**config.mk**
```make
export PLATFORM = sky130hd
export DESIGN_NAME = cscan_disk_scheduler
export DESIGN_NICKNAME = d
export VERILOG_FILES = /design/src/sv/cscan_pkg.sv /design/src/sv/cscan_avg_div.sv /design/src/sv/cscan_disk_scheduler.sv
export VERILOG_INCLUDE_DIRS = /design/src /design/src/sv
export SDC_FILE = /design/constraint.sdc
export NUM_CORES = 1
export LEC_CHECK = 0
export BUFFER_PORTS_ARGS = -buffer_cell sky130_fd_sc_hd__buf_2
export CAP_MARGIN = 10
export CORE_UTILIZATION = 37
export CTS_BUF_LIST = sky130_fd_sc_hd__clkbuf_4 sky130_fd_sc_hd__clkbuf_8
export CTS_CLUSTER_DIAMETER = 150
export DETAILED_ROUTE_END_ITERATION = 8
export GPL_ROUTABILITY_DRIVEN = 0
export GPL_TIMING_DRIVEN = 0
export PLACE_DENSITY = 0.55
export SLEW_MARGIN = 20
export SYNTH_ARGS = -nofsm -noshare
export SYNTH_HDL_FRONTEND = slang
export SYNTH_SLANG_ARGS = --single-unit
```
**constraint.sdc**
```tcl
create_clock -name clk -period 10.7 [get_ports clk]
set_clock_uncertainty 0.1 [all_clocks]
set_input_delay 0.535 -clock clk [delete_from_list [all_inputs] [get_ports clk]]
set_output_delay 0.535 -clock clk [all_outputs]
set_load 0.02 [all_outputs]
```
**src/sv/cscan_disk_scheduler_defines.svh**
```systemverilog
// Assertion macros for the C-SCAN disk scheduler.
// Taken in by every file that carries concurrent checks; no other dependencies.
`ifndef CSCAN_DISK_SCHEDULER_DEFINES_SVH
`define CSCAN_DISK_SCHEDULER_DEFINES_SVH

// Same-cycle implication, sampled on clk, off while rst_n is low
`define CSCAN_CHECK(label, ante, cons, msg) \
  label: assert property (@(posedge clk) disable iff (!rst_n) (ante) |-> (cons)) \
    else $error(msg);

// Next-cycle implication, sampled on clk, off while rst_n is low
`define CSCAN_CHECK_NEXT(label, ante, cons, msg) \
  label: assert property (@(posedge clk) disable iff (!rst_n) (ante) |=> (cons)) \
    else $error(msg);

`endif

```
**src/sv/cscan_pkg.sv**
```systemverilog
// Shared constants and types for the C-SCAN disk scheduler.
// No dependencies; imported by cscan_avg_div and cscan_disk_scheduler.
package cscan_pkg;

  localparam int DT_W      = 17;  // disk_tracks register
  localparam int SH_W      = 16;  // start_head register
  localparam int CFG_D_W   = 17;
  localparam int CFG_IDX_W = 2;
  localparam int TOTAL_W   = 22;
  localparam int AVG_W     = 24;
  localparam int DVD_W     = TOTAL_W + 8;  // total in Q8
  localparam int DIV_CNT_W = $clog2(DVD_W);

  localparam logic [CFG_IDX_W-1:0] CFG_DISK_TRACKS = 2'd0;
  localparam logic [CFG_IDX_W-1:0] CFG_START_HEAD  = 2'd1;

  localparam logic [TOTAL_W-1:0] TOTAL_MAX = {TOTAL_W{1'b1}};
  localparam logic [AVG_W-1:0]   AVG_MAX   = {AVG_W{1'b1}};

  typedef struct packed {
    logic             done;
    logic [DVD_W-1:0] quot;
  } div_res_t;

endpackage

```
**src/sv/cscan_avg_div.sv**
```systemverilog
// Restoring serial divider for the batch average, one quotient bit a cycle.
// Depends on cscan_pkg.
module cscan_avg_div import cscan_pkg::*; #(
  parameter int DVS_W = 6
) (
  input  logic             clk,
  input  logic             rst_n,
  input  logic             start,
  input  logic [DVD_W-1:0] dividend,
  input  logic [DVS_W-1:0] divisor,
  output div_res_t         res
);

  logic                 busy_r;
  logic                 done_r;
  logic [DIV_CNT_W-1:0] cnt_r;
  logic [DVS_W-1:0]     rem_r;
  logic [DVS_W-1:0]     dvs_r;
  logic [DVD_W-1:0]     q_r;
  logic [DVS_W:0]       rem_sh;
  logic                 fits;

  assign rem_sh = {rem_r, q_r[DVD_W-1]};
  assign fits   = rem_sh >= {1'b0, dvs_r};

  always_ff @(posedge clk) begin
    if (!rst_n) begin
      busy_r <= 1'b0;
      done_r <= 1'b0;
      cnt_r  <= '0;
    end else begin
      done_r <= 1'b0;
      if (start) begin
        busy_r <= 1'b1;
        cnt_r  <= '0;
      end else if (busy_r) begin
        cnt_r <= cnt_r + 1'b1;
        if (cnt_r == DIV_CNT_W'(DVD_W - 1)) begin
          busy_r <= 1'b0;
          done_r <= 1'b1;
        end
      end
    end
  end

  always_ff @(posedge clk) begin
    if (start) begin
      q_r   <= dividend;
      rem_r <= '0;
      dvs_r <= divisor;
    end else if (busy_r) begin
      // shift in next dividend bit, subtract where it fits
      q_r   <= {q_r[DVD_W-2:0], fits};
      rem_r <= fits ? DVS_W'(rem_sh - {1'b0, dvs_r}) : rem_sh[DVS_W-1:0];
    end
  end

  assign res.done = done_r;
  assign res.quot = q_r;

endmodule

```
**src/sv/cscan_disk_scheduler.sv**
```systemverilog
// C-SCAN disk scheduler: top level. Depends on cscan_pkg, cscan_avg_div and the defines header.
// Load: one request per cycle while in_stall is low (it is high outside idle). After the last request
// the head, 0 and end entries are appended; then each row costs one pass over the n = requests + 3
// stored entries through the single memory read port; the last row also waits for the divider.
// A batch of r requests gives r + 4 rows. Synchronous active-low reset clears control state
// and sets disk_tracks to 200 and start_head to 0; the store itself is not cleared.
`include "cscan_disk_scheduler_defines.svh"
module cscan_disk_scheduler import cscan_pkg::*; #(
  parameter int MAX_REQUESTS = 32,
  parameter int TRACK_BITS   = 16
) (
  input  logic                  clk,
  input  logic                  rst_n,
  // request channel
  input  logic                  in_valid,
  output logic                  in_stall,
  input  logic [TRACK_BITS-1:0] in_track,
  input  logic                  in_last_request,
  // schedule rows
  output logic                  out_valid,
  input  logic                  out_stall,
  output logic [TRACK_BITS-1:0] out_from_track,
  output logic [TRACK_BITS-1:0] out_to_track,
  output logic [TRACK_BITS-1:0] out_seek_distance,
  output logic [TOTAL_W-1:0]    out_total_moved,
  output logic [AVG_W-1:0]      out_average_q8,
  output logic                  out_last_row,
  // configuration writes
  input  logic                  cfg_valid,
  output logic                  cfg_ready,
  input  logic [CFG_IDX_W-1:0]  cfg_index,
  input  logic [CFG_D_W-1:0]    cfg_data
);

  localparam int DEPTH = MAX_REQUESTS + 3;
  localparam int AW    = $clog2(DEPTH);
  localparam int NW    = $clog2(DEPTH + 1);
  localparam int CW    = $clog2(MAX_REQUESTS + 1);
  localparam int EXW   = 34;
  localparam int SUMX  = (TRACK_BITS > TOTAL_W ? TRACK_BITS : TOTAL_W) + 1;
  localparam logic [EXW-1:0] TMASK = (EXW'(1) << TRACK_BITS) - EXW'(1);

  localparam logic [2:0] S_IDLE   = 3'd0;
  localparam logic [2:0] S_APPEND = 3'd1;
  localparam logic [2:0] S_SCAN   = 3'd2;
  localparam logic [2:0] S_ROW    = 3'd3;
  localparam logic [2:0] S_DIV    = 3'd4;

  localparam logic [1:0] APP_HEAD = 2'd0;
  localparam logic [1:0] APP_ZERO = 2'd1;
  localparam logic [1:0] APP_END  = 2'd2;

  // Configuration registers
  logic [DT_W-1:0] disk_tracks_r;
  logic [SH_W-1:0] start_head_r;

  // Sequencer state
  logic [2:0]            state_r;
  logic [CW-1:0]         cnt_r;       // requests stored in the open batch
  logic [CW-1:0]         real_r;      // requests of the batch being walked
  logic [NW-1:0]         n_r;         // entries in the store incl. head, 0, end
  logic [1:0]            app_r;
  logic [TRACK_BITS-1:0] head_r;
  logic [TRACK_BITS-1:0] endm_r;

  // Scan state: last emitted key, best candidate of the running pass
  logic                  upper_r;     // walking entries at or above the head
  logic                  cur_none_r;
  logic [TRACK_BITS-1:0] cur_val_r;
  logic [AW-1:0]         cur_idx_r;
  logic                  best_found_r;
  logic [TRACK_BITS-1:0] best_val_r;
  logic [AW-1:0]         best_idx_r;
  logic [NW-1:0]         iss_r;
  logic                  rd_vld_r;
  logic [AW-1:0]         rd_idx_r;
  logic [TRACK_BITS-1:0] rd_data_r;
  logic [NW-1:0]         row_cnt_r;

  // Walk state
  logic [TRACK_BITS-1:0] hp_r;
  logic [TOTAL_W-1:0]    sum_r;
  logic                  out_valid_r;

  // Request store
  logic [TRACK_BITS-1:0] mem [DEPTH];
  logic                  wr_en;
  logic [AW-1:0]         wr_addr;
  logic [TRACK_BITS-1:0] wr_data;
  logic [AW-1:0]         rd_addr;

  logic                  in_acc;
  logic                  cnt_room;
  logic [CW-1:0]         cnt_inc;
  logic [EXW-1:0]        endm_w;
  logic [EXW-1:0]        head_w;
  logic                  seg;
  logic                  gt;
  logic                  take;
  logic                  out_free;
  logic [TRACK_BITS-1:0] to_w;
  logic [TRACK_BITS-1:0] dist_w;
  logic [SUMX-1:0]       sum_ext;
  logic [TOTAL_W-1:0]    sum_nxt;
  logic                  row_last;
  logic                  div_start;
  div_res_t              div_res;

  assign cfg_ready = 1'b1;
  assign in_stall  = state_r != S_IDLE;
  assign in_acc    = in_valid && !in_stall;
  assign cnt_room  = cnt_r < CW'(MAX_REQUESTS);
  assign cnt_inc   = cnt_room ? cnt_r + 1'b1 : cnt_r;

  // End marker: disk_tracks - 1, zero for an empty disk, saturated at the top track
  always_comb begin
    endm_w = (disk_tracks_r == '0) ? '0 : EXW'(disk_tracks_r) - EXW'(1);
    if (endm_w > TMASK) endm_w = TMASK;
    head_w = EXW'(start_head_r) & TMASK;
  end

  // Single write port: requests while loading, then the three extra entries
  always_comb begin
    wr_en   = 1'b0;
    wr_addr = AW'(real_r) + AW'(app_r);
    wr_data = head_r;
    if (state_r == S_IDLE) begin
      wr_en   = in_acc && cnt_room;
      wr_addr = AW'(cnt_r);
      wr_data = in_track;
    end else if (state_r == S_APPEND) begin
      wr_en = 1'b1;
      unique case (app_r)
        APP_HEAD: wr_data = head_r;
        APP_ZERO: wr_data = '0;
        default:  wr_data = endm_r;
      endcase
    end
  end

  assign rd_addr = iss_r[AW-1:0];

  always_ff @(posedge clk) begin
    if (wr_en) mem[wr_addr] <= wr_data;
    rd_data_r <= mem[rd_addr];
  end

  // Candidate test: in this half of the sweep, after the last key, below the best so far.
  // Keys order by track, then by store index, so duplicates come out one by one.
  always_comb begin
    seg  = upper_r ? (rd_data_r >= head_r) : (rd_data_r < head_r);
    gt   = cur_none_r || (rd_data_r > cur_val_r) ||
           ((rd_data_r == cur_val_r) && (rd_idx_r > cur_idx_r));
    take = rd_vld_r && seg && gt && (!best_found_r || (rd_data_r < best_val_r));
  end

  // Row arithmetic: no candidate in the upper half means the jump to track 0
  assign out_free = !out_valid_r || !out_stall;
  assign to_w     = best_found_r ? best_val_r : '0;
  assign dist_w   = (hp_r > to_w) ? hp_r - to_w : to_w - hp_r;
  assign sum_ext  = SUMX'(sum_r) + SUMX'(dist_w);
  assign sum_nxt  = (sum_ext > SUMX'(TOTAL_MAX)) ? TOTAL_MAX : sum_ext[TOTAL_W-1:0];
  assign row_last = row_cnt_r == n_r;
  assign div_start = (state_r == S_ROW) && out_free && row_last;

  cscan_avg_div #(
    .DVS_W (CW)
  ) u_div (
    .clk      (clk),
    .rst_n    (rst_n),
    .start    (div_start),
    .dividend ({sum_nxt, 8'd0}),
    .divisor  (real_r),
    .res      (div_res)
  );

  // Configuration: unknown indices fall through
  always_ff @(posedge clk) begin
    if (!rst_n) begin
      disk_tracks_r <= DT_W'(200);
      start_head_r  <= '0;
    end else if (cfg_valid && cfg_ready) begin
      if (cfg_index == CFG_DISK_TRACKS) disk_tracks_r <= cfg_data[DT_W-1:0];
      else if (cfg_index == CFG_START_HEAD) start_head_r <= cfg_data[SH_W-1:0];
    end
  end

  always_ff @(posedge clk) begin
    if (!rst_n) begin
      state_r      <= S_IDLE;
      cnt_r        <= '0;
      out_valid_r  <= 1'b0;
      rd_vld_r     <= 1'b0;
      best_found_r <= 1'b0;
      app_r        <= APP_HEAD;
      iss_r        <= '0;
      row_cnt_r    <= '0;
    end else begin
      // drop a taken row; the row state reloads the register itself
      if (out_valid_r && !out_stall && (state_r != S_ROW)) out_valid_r <= 1'b0;
      rd_vld_r <= (state_r == S_SCAN) && (iss_r < n_r);
      unique case (state_r)
        S_IDLE: begin
          if (in_acc) begin
            // marked item closes the batch; drop requests beyond capacity
            cnt_r <= in_last_request ? '0 : cnt_inc;
            if (in_last_request) begin
              real_r  <= cnt_inc;
              n_r     <= NW'(cnt_inc) + NW'(3);
              head_r  <= head_w[TRACK_BITS-1:0];
              endm_r  <= endm_w[TRACK_BITS-1:0];
              app_r   <= APP_HEAD;
              state_r <= S_APPEND;
            end
          end
        end
        S_APPEND: begin
          app_r <= app_r + 1'b1;
          if (app_r == APP_END) begin
            upper_r      <= 1'b1;
            cur_none_r   <= 1'b1;
            best_found_r <= 1'b0;
            row_cnt_r    <= '0;
            iss_r        <= '0;
            hp_r         <= head_r;
            sum_r        <= '0;
            state_r      <= S_SCAN;
          end
        end
        S_SCAN: begin
          if (iss_r < n_r) begin
            rd_idx_r <= rd_addr;
            iss_r    <= iss_r + 1'b1;
          end
          if (take) begin
            best_found_r <= 1'b1;
            best_val_r   <= rd_data_r;
            best_idx_r   <= rd_idx_r;
          end
          if (rd_vld_r && (rd_idx_r == AW'(n_r - 1'b1))) state_r <= S_ROW;
        end
        S_ROW: begin
          if (out_free) begin
            out_from_track    <= hp_r;
            out_to_track      <= to_w;
            out_seek_distance <= dist_w;
            out_total_moved   <= sum_nxt;
            out_average_q8    <= '0;
            out_last_row      <= 1'b0;
            hp_r              <= to_w;
            sum_r             <= sum_nxt;
            row_cnt_r         <= row_cnt_r + 1'b1;
            best_found_r      <= 1'b0;
            iss_r             <= '0;
            if (best_found_r) begin
              cur_none_r <= 1'b0;
              cur_val_r  <= best_val_r;
              cur_idx_r  <= best_idx_r;
            end else begin
              // upper half exhausted: jump taken, sweep the lower half from the bottom
              upper_r    <= 1'b0;
              cur_none_r <= 1'b1;
            end
            if (row_last) begin
              out_valid_r <= 1'b0;
              state_r     <= S_DIV;
            end else begin
              out_valid_r <= 1'b1;
              state_r     <= S_SCAN;
            end
          end
        end
        S_DIV: begin
          // hold the final row until the average is ready
          if (div_res.done) begin
            out_average_q8 <= (div_res.quot > DVD_W'(AVG_MAX)) ? AVG_MAX
                                                               : div_res.quot[AVG_W-1:0];
            out_last_row   <= 1'b1;
            out_valid_r    <= 1'b1;
            state_r        <= S_IDLE;
          end
        end
        default: state_r <= S_IDLE;
      endcase
    end
  end

  assign out_valid = out_valid_r;

  `CSCAN_CHECK(a_cnt_bound, 1'b1, cnt_r <= CW'(MAX_REQUESTS), "request count beyond capacity")
  `CSCAN_CHECK(a_jump_upper, (state_r == S_ROW) && !best_found_r, upper_r, "empty lower pass")
  `CSCAN_CHECK(a_row_bound, (state_r == S_SCAN) || (state_r == S_ROW), row_cnt_r <= n_r, "row overrun")
  `CSCAN_CHECK_NEXT(a_div_start, div_start, state_r == S_DIV, "divider started outside final row")

endmodule
```
; ---- After elaboration in Yosys (flattened, before gate mapping)
; Memory sizes are Yosys's and may differ from the RTL's. A register that Yosys moved wholly into a read port is not among the register bits.
; Index checks and enable logic that the tools add are counted.
[totals]
out_inout_bits = 98
register_bits = 337
mem_count = 1
mem_bits_rw = 560
[op_classes]
muxes = 67
eq_ne = 21
addsub = 13
bitwise_logic = 3
order_cmp = 12
reduce_logical = 48
[mem_list]
columns = name, words, width, rd, rd_clocked_by_memory_dff, write_ports, line_no
row1 = mem, 35, 16, 1, 1, 1, cscan_disk_scheduler.sv:86  ; logic [TRACK_BITS-1:0] mem [DEPTH];
[ops]
columns = cell, n
row1 = 16-bit 2-to-1 mux, 6
row2 = 24-bit 2-to-1 mux, 3
row3 = 22-bit 2-to-1 mux, 3
row4 = 16-bit case mux with 2 select lines, 2
row5 = 30-bit 2-to-1 mux, 2
row6 = 6-bit 2-to-1 mux, 8
row7 = 24-bit case mux with 2 select lines, 1
row8 = 22-bit case mux with 2 select lines, 1
row9 = 34-bit by 16-bit greater-than comparator with 1-bit output (second input constant), 1
row10 = 34-bit 2-to-1 mux, 1
row11 = 16-bit greater-than comparator, 2
row12 = 16-bit less-than comparator, 2
row13 = 16-bit subtractor, 2
row14 = 30-bit by 24-bit greater-than comparator with 1-bit output (second input constant), 1
row15 = 4-bit AND reduction, 6
row16 = 22-bit by 16-bit adder with 23-bit output, 1
row17 = 23-bit by 22-bit greater-than comparator with 1-bit output (second input constant), 1
row18 = 1-bit 2-to-1 mux, 22
row19 = 3-bit 2-to-1 mux, 7
row20 = 6-bit by 1-bit adder with 6-bit output (second input constant), 3
row21 = 6-bit case mux with 3 select lines, 1
row22 = 3-bit AND reduction, 6
row23 = 17-bit by 1-bit subtractor with 18-bit output (second input constant), 1
row24 = 17-bit logical NOT, 1
row25 = other kinds (41), 80

; ---- Depth between registers and ports, before layout
; Gate-level depths: netlist of the first run.
[depth]
ltp_word = 8
depth_mapped = 24
depth_no_buf = 22

; ---- By module
; From an unflattened synthesis of the first run, not the netlist that was laid out.
[hier_totals]
hier_cells = 2559
area_unflattened_um2 = 39525.4
[by_module_without_submodules]
columns = mod, seq_area_each_um2, cells_per_inst, area_per_inst_um2, n_inst
row1 = cscan_disk_scheduler, 25194.2, 2385, 37218.2, 1
row2 = cscan_avg_div, 1341.3, 174, 2307.2, 1

; ---- Least setup slack after synthesis of the first run
; Ideal clock, no wire load.
[synth_path]
kind = flip-flop to flip-flop
from = reg head_r[9]
to = reg best_idx_r[0] (enable)
path_buffers = 0
setup_ns = 0.472
arrival_ns = 4.664
path_stages_with_launch = 10
period_less_slack_ns = 5.236
path_slack_ns = 5.464
path_cell_list = edfxtp_1 > inv_1 > ha_1 > a21o_1 > a21o_1 > a211oi_1 > o31a_1 > o21ai_0 > or4b_2 > a2111oi_1
[synth_via]
elab_chain_len = 6
[synth_lines]
columns = element, line_no
row1 = "start, declared", cscan_disk_scheduler.sv:63  ; logic [TRACK_BITS-1:0] head_r;
row2 = "start signal, assigned", cscan_disk_scheduler.sv:210  ; head_r <= head_w[TRACK_BITS-1:0];
row3 = 16-bit less-than comparator / 16-bit >= comparator (equally long branches), cscan_disk_scheduler.sv:151  ; seg = upper_r ? (rd_data_r >= head_r) : (rd_data_r < head_r);
row4 = 1-bit 2-to-1 mux *, cscan_disk_scheduler.sv:151
row5 = 1-bit logical AND * (3 in series), cscan_disk_scheduler.sv:154  ; take = rd_vld_r && seg && gt && (!best_found_r || (rd_data_r < best_val_r));
row6 = 3-bit AND reduction (no source line) *, --
row7 = "end signal, assigned", cscan_disk_scheduler.sv:238  ; best_idx_r <= rd_idx_r;
row8 = "end, declared", cscan_disk_scheduler.sv:73  ; logic [AW-1:0] best_idx_r;
; Mark *: on every way between the ends. The rest lies on a longest branch, timed or not.
; A chain may end at the register's enable or synchronous reset.

; ---- Worst setup path after layout of the first run
[layout_path]
from = reg best_found_r
to = reg u_div.q_r[19] (data pin)
[layout_via]
elab_chain_len = 7
[layout_lines]
columns = element, line_no
row1 = "start, declared", cscan_disk_scheduler.sv:71  ; logic best_found_r;
row2 = "start signal, assigned", cscan_disk_scheduler.sv:194  ; best_found_r <= 1'b0;
row3 = "start signal, assigned", cscan_disk_scheduler.sv:222  ; best_found_r <= 1'b0;
row4 = "start signal, assigned", cscan_disk_scheduler.sv:236  ; best_found_r <= 1'b1;
row5 = 16-bit 2-to-1 mux *, cscan_disk_scheduler.sv:159  ; assign to_w = best_found_r ? best_val_r : '0;
row6 = net to_w[0], cscan_disk_scheduler.sv:101  ; logic [TRACK_BITS-1:0] to_w;
row7 = 16-bit subtractor / 16-bit greater-than comparator (equally long branches), cscan_disk_scheduler.sv:160  ; assign dist_w = (hp_r > to_w) ? hp_r - to_w : to_w - hp_r;
row8 = 16-bit 2-to-1 mux *, cscan_disk_scheduler.sv:160
row9 = net dist_w[5], cscan_disk_scheduler.sv:102  ; logic [TRACK_BITS-1:0] dist_w;
row10 = 22-bit by 16-bit adder with 23-bit output *, cscan_disk_scheduler.sv:161  ; assign sum_ext = SUMX'(sum_r) + SUMX'(dist_w);
row11 = 23-bit by 22-bit greater-than comparator with 1-bit output, cscan_disk_scheduler.sv:162  ; assign sum_nxt = (sum_ext > SUMX'(TOTAL_MAX)) ? TOTAL_MAX : sum_ext[TOTAL_W-1:0];
row12 = 22-bit 2-to-1 mux *, cscan_disk_scheduler.sv:162
row13 = 30-bit 2-to-1 mux *, cscan_avg_div.sv:47  ; if (start) begin
row14 = "end signal, assigned", cscan_avg_div.sv:48  ; q_r <= dividend;
row15 = "end signal, assigned", cscan_avg_div.sv:53  ; q_r <= {q_r[DVD_W-2:0], fits};
row16 = "end, declared", cscan_avg_div.sv:19  ; logic [DVD_W-1:0] q_r;
; The timed path passes the listed nets; every way through them passes the cells marked *.

==> flow_summary.ini, run 1 <==
[status]
status = finished, final reports clean

[synth]
synth.top_cell.area_share_pct = 62.5
synth_area_leaders = edfxtp_1 62%, mux4_2 9.2%, dfxtp_1 4.9%, ha_1 4.1%, nand2_1 2.2%
synth_warnings = 0
async_flop_share_pct = 0
synthCells = 2599
synthFlopType = edfxtp_1
synth_area_um2 = 39300
synth.net_count = 2773
synth_edf_count = 817
yosysTopAreaCell = edfxtp_1
yosysUniqueCellTypes = 80
synthMostInstantiatedCell = edfxtp_1
synthTopCellsByCount = 817 x edfxtp_1, 230 x nand2_1, 160 x mux4_2
ys_ff_latch = 913
syn_area_per_cell_um2 = 15.1
yosysSeqAreaShare_pct = 67.3

[setup_path]
critPathBufInv = 4
slowest_stage = clkbuf_1
reg2reg_from = best_found_r$_SDFFE_PN0P_
r2r_slack_ns = 4.08
r2r-end = u_div.q_r[19]$_DFFE_PP_
path_common_cell = a21oi_1
r2r_cells = 23
critPathKind = reg -> reg
setup.worst_path.start_class = flip-flop
cp-end-kind = flip-flop
critPathTopFamily = compound AO/OA/AOI/OAI gates
cp_max_fo = 10
crit_required_ns = 11.25
cp_cell_sequence = clkbuf_1, nand2_1, inv_1, ha_1, inv_1, fa_1, nand3_1, a21oi_1, o31ai_1, a21oi_4, mux2i_1, o221ai_1, a221oi_2, xnor2_1, ha_1, nand2_1, a21oi_1, o211ai_1, a21oi_1, o2111a_1, clkbuf_1, nor2_1, o21ai_0
slowest_delay_ns = 0.49
worst-endpoint-arrival_ns = 7.16

[clock_tree]
cts-root-buf = clkbuf_8
clockBufferDepth = 3
cts_tree = yes
post_cts_buffers = 0
clkLatencyLatePin_ns = 0.83
cts.clk_slew.worst_paths_ns = 0.06
cts_made_buffers = 159
h-tree-depth = 4
cts_sinks = 913
cts_resized = 0

[placed_design]
dp_hpwl_um = 74000
numPortBuffers = 137
place_inst = 4186
place_ws_ns = 4.15

[grt]
grt_use_total_pct = 18.9
overflow = 0
antenna_found_initial = 5
grt_first_pass_wirelength_um = 150000
grt_pass1_vias = 23800
grt_start_max_net_pins = 55

[timing]
fin_crit_sh_pct = 61.8
worstMarginPinSlew_ns = 1.05
max_slew_margin_pct = 30.1
finalSetupTns_ns = 0
hold_violations = 0
fin_ws_ns = 4.08
rsz0062_at_grt = false
period_minus_slack_ns = 6.62
final-setup-viol-count = 0
max_freq_ghz = 0.151
slew_violations = 0

[worst_hold_path]
hold_start = cfg_index[1]
holdCritPathClass = in -> reg
hold_depth = 4
holdPathEnd = disk_tracks_r[5]$_SDFFE_PN0P_

[route]
wl_per_cell_um = 22.6
wirelength_um = 101000
firstDrtPassIters = 7
ant_nets = 0
dr_total_vias = 23700
vias_per_cell = 5.26
drt_iter0_markers = 2286
route.detailed.drc = 0

[die]
core-area_um2 = 105000
num_io_pins = 139
die-area_um2 = 107000
die_w_um = 328
fp-row-count = 119
start_util_pct = 37.3
dieHeight_um = 328

[cells_and_area]
postLayoutCoreUtil_pct = 44.1
drive_above_1_share_pct = 23.1
stdcell_count = 4500
finalNetCount = 3150
fillers = 9334
area_growth_pct = 18.1

[power_and_ir_drop]
p_seq_share_pct = 44.2
combPwrFrac_pct = 25.3
power.switching_mw = 3.33
power_density_nw_per_um2 = 229
clkPwrFrac_pct = 30.5
peakVddDrop_mv = 0.113
internal-power_mw = 7.30
swShare_pct = 31.3
total_leakage_power_nw = 16.2

[run]
maxCapViolCount = 0
## placed cells by master, fill, tap and decap left out, types with 7 or more instances in the layout
| cell type | count |
|---|---|
| edfxtp_1 | 817 |
| xnor2_1 | 47 |
| nand3_1 | 50 |
| nand2b_1 | 11 |
| o21ai_4 | 16 |
| mux2i_1 | 59 |
| dlygate4sd3_1 | 20 |
| clkbuf_8 | 168 |
| xor2_1 | 30 |
| or3_1 | 7 |
| dfxtp_1 | 96 |
| buf_16 | 14 |
| a21oi_1 | 123 |
| nand2_1 | 230 |
| a31oi_1 | 10 |
| clkbuf_1 | 72 |
| o21a_1 | 36 |
| buf_2 | 161 |
| clkbuf_4 | 55 |
| a211oi_1 | 9 |
| buf_4 | 10 |
| a21o_1 | 35 |
| ha_1 | 128 |
| nor2_1 | 113 |
| inv_1 | 149 |
| mux4_2 | 160 |
| clkinv_2 | 15 |
| buf_1 | 13 |
| buf_6 | 30 |
| and2_1 | 7 |
| nor2_2 | 31 |
| nor2b_1 | 21 |
| clkinv_1 | 33 |
| nand4_1 | 16 |
| nor3b_1 | 17 |
| nor3_1 | 26 |
| o21ai_0 | 120 |
## sequential cells by signal, indices dropped and copies added (netlist names), 17 cells and up
name and cells:
sum_r 22, disk_tracks_r 17, u_div.q_r 30, mem 560, out_total_moved 22, out_average_q8 24
## cell families after synthesis
group                    after synthesis  synth area share (%)
flip-flops                           913                  67.3
XOR/XNOR                              77                  1.72
other                                  1               0.00955
AND/OR/NAND/NOR                      570                  6.60
AO/OA/AOI/OAI                        421                  6.60
adder cells (fa/ha/maj)              133                  4.33
buffers and inverters                263                  2.65
multiplexers                         221                  10.7
## tightest hold or removal path: cells and delay by family
| kind | cells | cell delay [ns] |
|---|---|---|
| and+or+nand+nor | 2 | 0.23 |
| buffers and inverters | 1 | 0.11 |
| AOI/OAI and AO/OA | 1 | 0.05 |
## power by group through the flow
stage | combinational [mW] | sequential [mW] | clock [mW]
after detailed placement | 2.68 | 4.77 | 0
after global placement | 2.26 | 4.88 | 0
after global routing | 2.89 | 4.72 | 3.47
after CTS | 2.69 | 4.70 | 3.33
final | 2.69 | 4.70 | 3.25
after floorplan | 1.43 | 4.77 | 0
## final cells by class
| type | instances | area, um^2 | area share [%] |
|---|---|---|---|
| Clock buffer | 223 | 2730 | 5.88 |
| Sequential cell | 913 | 26500 | 57.0 |
| Multi-Input combinational cell | 1423 | 12100 | 26.1 |
| Buffer | 113 | 482 | 1.04 |
| Timing Repair Buffer | 216 | 1780 | 3.83 |
| Inverter | 150 | 563 | 1.21 |
| Tap cell | 1391 | 1740 | 3.75 |
| Clock inverter | 65 | 517 | 1.11 |
| Antenna cell | 6 | 15.0 | 0.0324 |
## routing by layer
layer  track usage [%]  routed length (um)  vias to the layer above
li1                  -                   -                    10700
met5                 0                  26                        -
met1              25.2               43400                    12000
met2              30.7               48700                      839
met3              3.45                6230                      183
met4              7.12                3130                        4
## worst max-delay path by stage
stage,start,endpoint,slack (ns),cells after the start
floorplan,head_r[9]$_DFFE_PP_,best_idx_r[0]$_DFFE_PP_,5.46,9
global placement,head_r[9]$_DFFE_PP_,best_val_r[8]$_DFFE_PP_,3.16,9
detailed placement,best_found_r$_SDFFE_PN0P_,u_div.q_r[19]$_DFFE_PP_,4.15,23
CTS,best_found_r$_SDFFE_PN0P_,u_div.q_r[27]$_DFFE_PP_,4.16,19
global route,best_found_r$_SDFFE_PN0P_,u_div.q_r[22]$_DFFE_PP_,3.60,23
finish,best_found_r$_SDFFE_PN0P_,u_div.q_r[19]$_DFFE_PP_,4.08,23
## repair_timing
item | 4_1_cts | 5_1_grt
endpoints found under the setup margin | 0 | 0
hold buffers | 20 | 0
endpoints found under the hold margin | 38 | 0
## stage by stage
step | power [mW] | hold WS (ns) | instance area, um^2
after CTS | 10.7 | 0.00388 | 46400
final | 10.6 | 0.0874 | 46400
after global routing | 11.1 | 0.0699 | 46400
after global placement | 7.14 | 0.302 | 41700
after floorplan | 6.19 | 0.300 | 39300
after detailed placement | 7.45 | 0.307 | 42900
(Power assumes the default switching activity.)
==> run 2, diff against run 1 <==
- PLACE_DENSITY: 0.55 -> 0.57
- clock period: 10.7 -> 5.4 ns (I/O delays scaled with it)
==> flow_summary.ini, run 2 (same netlist as run 1, synthesis figures left out) <==
[status]
status = finished, final reports clean

[cells_and_area]
largest_reg_flops = 560
layout_common_cells = 817 x edfxtp_1, 219 x nand2_1, 160 x mux4_2
largestRegisters = mem (560), u_div.q_r (30), out_average_q8 (24)
regMostFlops = mem
finalNetCount = 3208
layout_commonest_cell = edfxtp_1
area_growth_pct = 20.3
fin_area_um2 = 47200
drive_above_1_share_pct = 25.6
stdcell_count = 4550

[clock_tree]
cts.clk_slew.worst_paths_ns = 0.06
clockBufferDepth = 3
cts_made_buffers = 152
cts_sinks = 913
h-tree-depth = 4
clkLatencyLatePin_ns = 0.84
cts-root-buf = clkbuf_8
cts_tree = yes

[route]
wl_per_cell_um = 22.4
ant_nets = 0
met1_length_um = 43200
drt_iter0_markers = 2140
wl_met3_um = 5970
route.detailed.drc = 0
vias_per_cell = 5.25
dr_total_vias = 23900
firstDrtPassIters = 7
wl_met2_um = 49200
wirelength_um = 102000
routed.top_layer = met4

[placed_design]
place_inst = 4189
dp_hpwl_um = 74100
numPortBuffers = 137
placedInstanceArea_um2 = 42900
place_ws_ns = -1.10

[worst_hold_path]
hold_start = cfg_data[16]
holdCritPathClass = in -> reg
holdPathEnd = disk_tracks_r[16]$_SDFFE_PN0P_
hold_depth = 4

[timing]
worstMarginPinSlew_ns = 1.16
max_freq_ghz = 0.193
period_minus_slack_ns = 5.19
slew_violations = 0
final-setup-viol-count = 0
fin_ws_ns = 0.206
max_slew_margin_pct = 22.3
holdWs_ns = 0.155
hold_violations = 0
fin_crit_sh_pct = 96.2

[setup_path]
slowest_stage = dfxtp_2
r2r_slack_ns = 0.21
r2r_cells = 22
setup.worst_path.start_class = flip-flop
cp-end-kind = flip-flop
reg2reg_from = best_found_r$_SDFFE_PN0P_
worst-endpoint-arrival_ns = 5.67
critPathKind = reg -> reg
cp_max_fo = 10
cp_cell_sequence = buf_8, nand2_2, inv_1, ha_1, buf_6, nand4_4, a211oi_4, o31ai_4, a21oi_4, mux2i_2, o221ai_2, a221oi_2, xnor2_2, ha_1, a21o_1, o211ai_1, a21oi_4, buf_4, o41ai_2, xnor2_1, nor2_4, o21ai_0
r2r-end = u_div.q_r[22]$_DFFE_PP_
slowest_delay_ns = 0.34
crit_required_ns = 5.88

[die]
dieHeight_um = 328
num_io_pins = 139
core-area_um2 = 105000
die-area_um2 = 107000
die_w_um = 328
fp-row-count = 119
start_util_pct = 37.3

[grt]
overflow = 0
grt_pass1_vias = 24200
antenna_found_initial = 4
grt_first_pass_wirelength_um = 151000
grt_start_max_net_pins = 58
grt_use_total_pct = 19.0

[power_and_ir_drop]
total_leakage_power_nw = 16.5
peakVddDrop_mv = 0.366
power_density_nw_per_um2 = 446

[run]
maxCapViolCount = 0
==> run 2: stage by stage <==
stage	TNS, ns	power [mW]	util [%]
after global placement	-534.05	14.1	39.6
after global routing	-0.199	21.9	44.9
after CTS	-0.000326	21.0	44.4
after detailed placement	-54.51	14.8	40.8
final	0	21.0	44.9
after floorplan	0	12.3	-
==> run 2: how the worst max path moves through the flow <==
stage               cells after the start                       to                      start  slack, ns
CTS                                    23  u_div.q_r[24]$_DFFE_PP_  best_found_r$_SDFFE_PN0P_    -0.0003
global route                           22  sum_r[21]$_SDFFCE_PN0P_  best_found_r$_SDFFE_PN0P_      -0.04
finish                                 22  u_div.q_r[22]$_DFFE_PP_  best_found_r$_SDFFE_PN0P_       0.21
detailed placement                     23  u_div.q_r[20]$_DFFE_PP_  best_found_r$_SDFFE_PN0P_      -1.10
floorplan                               9  best_idx_r[0]$_DFFE_PP_        head_r[9]$_DFFE_PP_       0.16
global placement                        9  best_val_r[8]$_DFFE_PP_        head_r[9]$_DFFE_PP_      -2.05
==> run 2: cell type report <==
cell class                 instances  area, um^2
fill                            9173       58000
sequential                       913       26500
multi-input combinational       1423       12600
clock buffer                     200        2480
timing repair buffer             281        2370
tap                             1391        1740
inverter                         150         563
buffer                           113         539
clock inverter                    73         523
antenna                            6        15.0
==> run 2: what timing repair did <==
item / in CTS / in global routing
endpoints found under the hold margin: 390 / 0
pin swaps: 10 / 20
endpoints found under the setup margin: 66 / 64
hold buffers: 53 / 0
buffers inserted: 9 / 20
resized for setup: 50 / 75
==> run 2: worst max-delay path: cells and delay by family, from the launching register on <==
kind	cells	cell delay, ns
fa+ha+maj	2	0.60
xor+xnor	2	0.37
flops	1	0.34
simple gates	3	0.42
mux	1	0.30
compound gates	10	2.26
buf+inv	4	0.54
==> run 2: power breakdown <==
group	switching, mW	internal, mW
clock network	2.87	3.22
registers	0.264	9.05
logic	3.61	2.03
total	6.74	14.3
==> run 2: routing by layer <==
metal,up-vias,global-route usage [%]
li1,10800,-
met1,12000,24.8
met2,869,31.1
met3,194,3.58
met4,0,7.61
met5,-,0
==> run 3, diff against run 2 <==
- RECOVER_POWER: unset -> 50
==> flow_summary.ini, run 3 (same netlist as run 1, synthesis figures left out) <==
[die]
die_w_um = 328
start_util_pct = 37.3
dieHeight_um = 328
core-area_um2 = 105000
die-area_um2 = 107000
fp-row-count = 119
num_io_pins = 139

[clock_tree]
clockBufferDepth = 3
clkLatencyLatePin_ns = 0.84
cts_sinks = 913
cts.clk_slew.worst_paths_ns = 0.06
cts_made_buffers = 152
h-tree-depth = 4
cts_tree = yes
cts-root-buf = clkbuf_8

[status]
status = finished, final reports clean

[cells_and_area]
multi_input_area_um2 = 12600
largest_reg_flops = 560
fin_area_um2 = 47200
fillers = 9172
regArea_um2 = 26500
finalNetCount = 3208
stdcell_count = 4551
layout_commonest_cell = edfxtp_1
drive_above_1_share_pct = 25.6
largestRegisters = mem (560), u_div.q_r (30), out_average_q8 (24)
area_growth_pct = 20.3
layout_common_cells = 817 x edfxtp_1, 219 x nand2_1, 160 x mux4_2
regMostFlops = mem

[timing]
period_minus_slack_ns = 5.19
final-setup-viol-count = 0
hold_violations = 0
holdWs_ns = 0.155
fin_crit_sh_pct = 96.1
worstMarginPinSlew_ns = 1.14
finalSetupTns_ns = 0
max_slew_margin_pct = 23.7
max_freq_ghz = 0.193
slew_violations = 0

[setup_path]
cp_max_fo = 10
cp-end-kind = flip-flop
critPathKind = reg -> reg
setup.worst_path.start_class = flip-flop
crit_required_ns = 5.88
worst-endpoint-arrival_ns = 5.66

[route]
wl_per_cell_um = 22.4
dr_total_vias = 23900
firstDrtPassIters = 6
wirelength_um = 102000
vias_per_cell = 5.26
route.detailed.drc = 0
drt_iter0_markers = 2140
ant_nets = 0

[grt]
overflow = 0
antenna_found_initial = 4
grt_first_pass_wirelength_um = 151000
grt_start_max_net_pins = 58
grt_use_total_pct = 19.0
grt_pass1_vias = 24200

[placed_design]
place_inst = 4189
dp_hpwl_um = 74100
numPortBuffers = 137
placedInstanceArea_um2 = 42900

[power_and_ir_drop]
power_density_nw_per_um2 = 445
total_leakage_power_nw = 16.5
peakVddDrop_mv = 0.366
p_total_mw = 21.0

[worst_hold_path]
holdCritPathClass = in -> reg

[run]
maxCapViolCount = 0
-- run 3: cell types whose count changed in the layout (fill, tap and decap cells not counted), sizes merged --
cell / before / now
buf: 269 / 266
clkbuf: 272 / 275
diode: 6 / 7
-- run 3: layout make-up --
| cell class | count | area share (%) |
|---|---|---|
| flip-flops and latches | 913 | 56.0 |
| inverters | 150 | 1.19 |
| well taps | 1391 | 3.68 |
| clock buffers | 200 | 5.24 |
| diodes | 7 | 0.0371 |
| clock inverters | 73 | 1.11 |
| plain buffers | 113 | 1.14 |
| multi-input cells | 1423 | 26.6 |
| repair buffers | 281 | 5.02 |
-- run 3: through the flow --
step           setup slack [ns]  utilization [%]
2_1_floorplan             0.164                -
3_3_place_gp              -2.05             39.6
3_5_place_dp              -1.10             40.8
4_1_cts               -0.000326             44.4
5_1_grt                 -0.0443             44.9
6_report                  0.213             44.9
-- run 3: what timing repair did --
| action | CTS | global route |
|---|---|---|
| hold buffers | 53 | 0 |
| resized for setup | 50 | 75 |
| setup endpoints to repair | 66 | 64 |
| endpoints found under the hold margin | 390 | 0 |
| pin swaps | 10 | 20 |
| setup buffers | 9 | 20 |
-- run 3: metal layers --
layer	global-route usage (%)	routed length (um)	share of wire, %	vias to the layer above
met4	7.61	3520	3.5	0
li1	-	-	-	10800
met5	0	0	0	-
met2	31.1	49200	48	889
met1	24.8	43100	42	12000
met3	3.58	6110	6.0	203
-- run 3: power by group --
group	total, mW	switching, mW	internal [mW]
clock	6.09	2.87	3.22
combinational	5.64	3.61	2.03
sequential	9.32	0.264	9.05
total	21.0	6.74	14.3
-- run 3: worst max-delay path: stages (launching register included) --
cell and delay, ns:
dfxtp_2 0.34, buf_8 0.16, nand2_2 0.09, inv_1 0.07
ha_1 0.29, buf_6 0.14, nand4_4 0.15, a211oi_4 0.30
o31ai_4 0.13, a21oi_4 0.26, mux2i_2 0.30, o221ai_2 0.16
a221oi_2 0.33, xnor2_2 0.21, ha_1 0.31, a21o_1 0.18
o211ai_1 0.32, a21oi_4 0.15, buf_4 0.17, o41ai_2 0.32
xnor2_1 0.16, nor2_4 0.17, o21ai_0 0.10
-- run 3: path summary, 6_finish.rpt --
kind,startpoint,to,slack (ns),cells after the start
setup reg to reg,best_found_r$_SDFFE_PN0P_,u_div.q_r[22]$_DFFE_PP_,0.21,22
setup / recovery,best_found_r$_SDFFE_PN0P_,u_div.q_r[22]$_DFFE_PP_,0.21,22
hold reg to reg,best_idx_r[5]$_DFFE_PP_,cur_idx_r[5]$_DFFE_PP_,0.31,0
hold / removal,cfg_data[16],disk_tracks_r[16]$_SDFFE_PN0P_,0.16,4
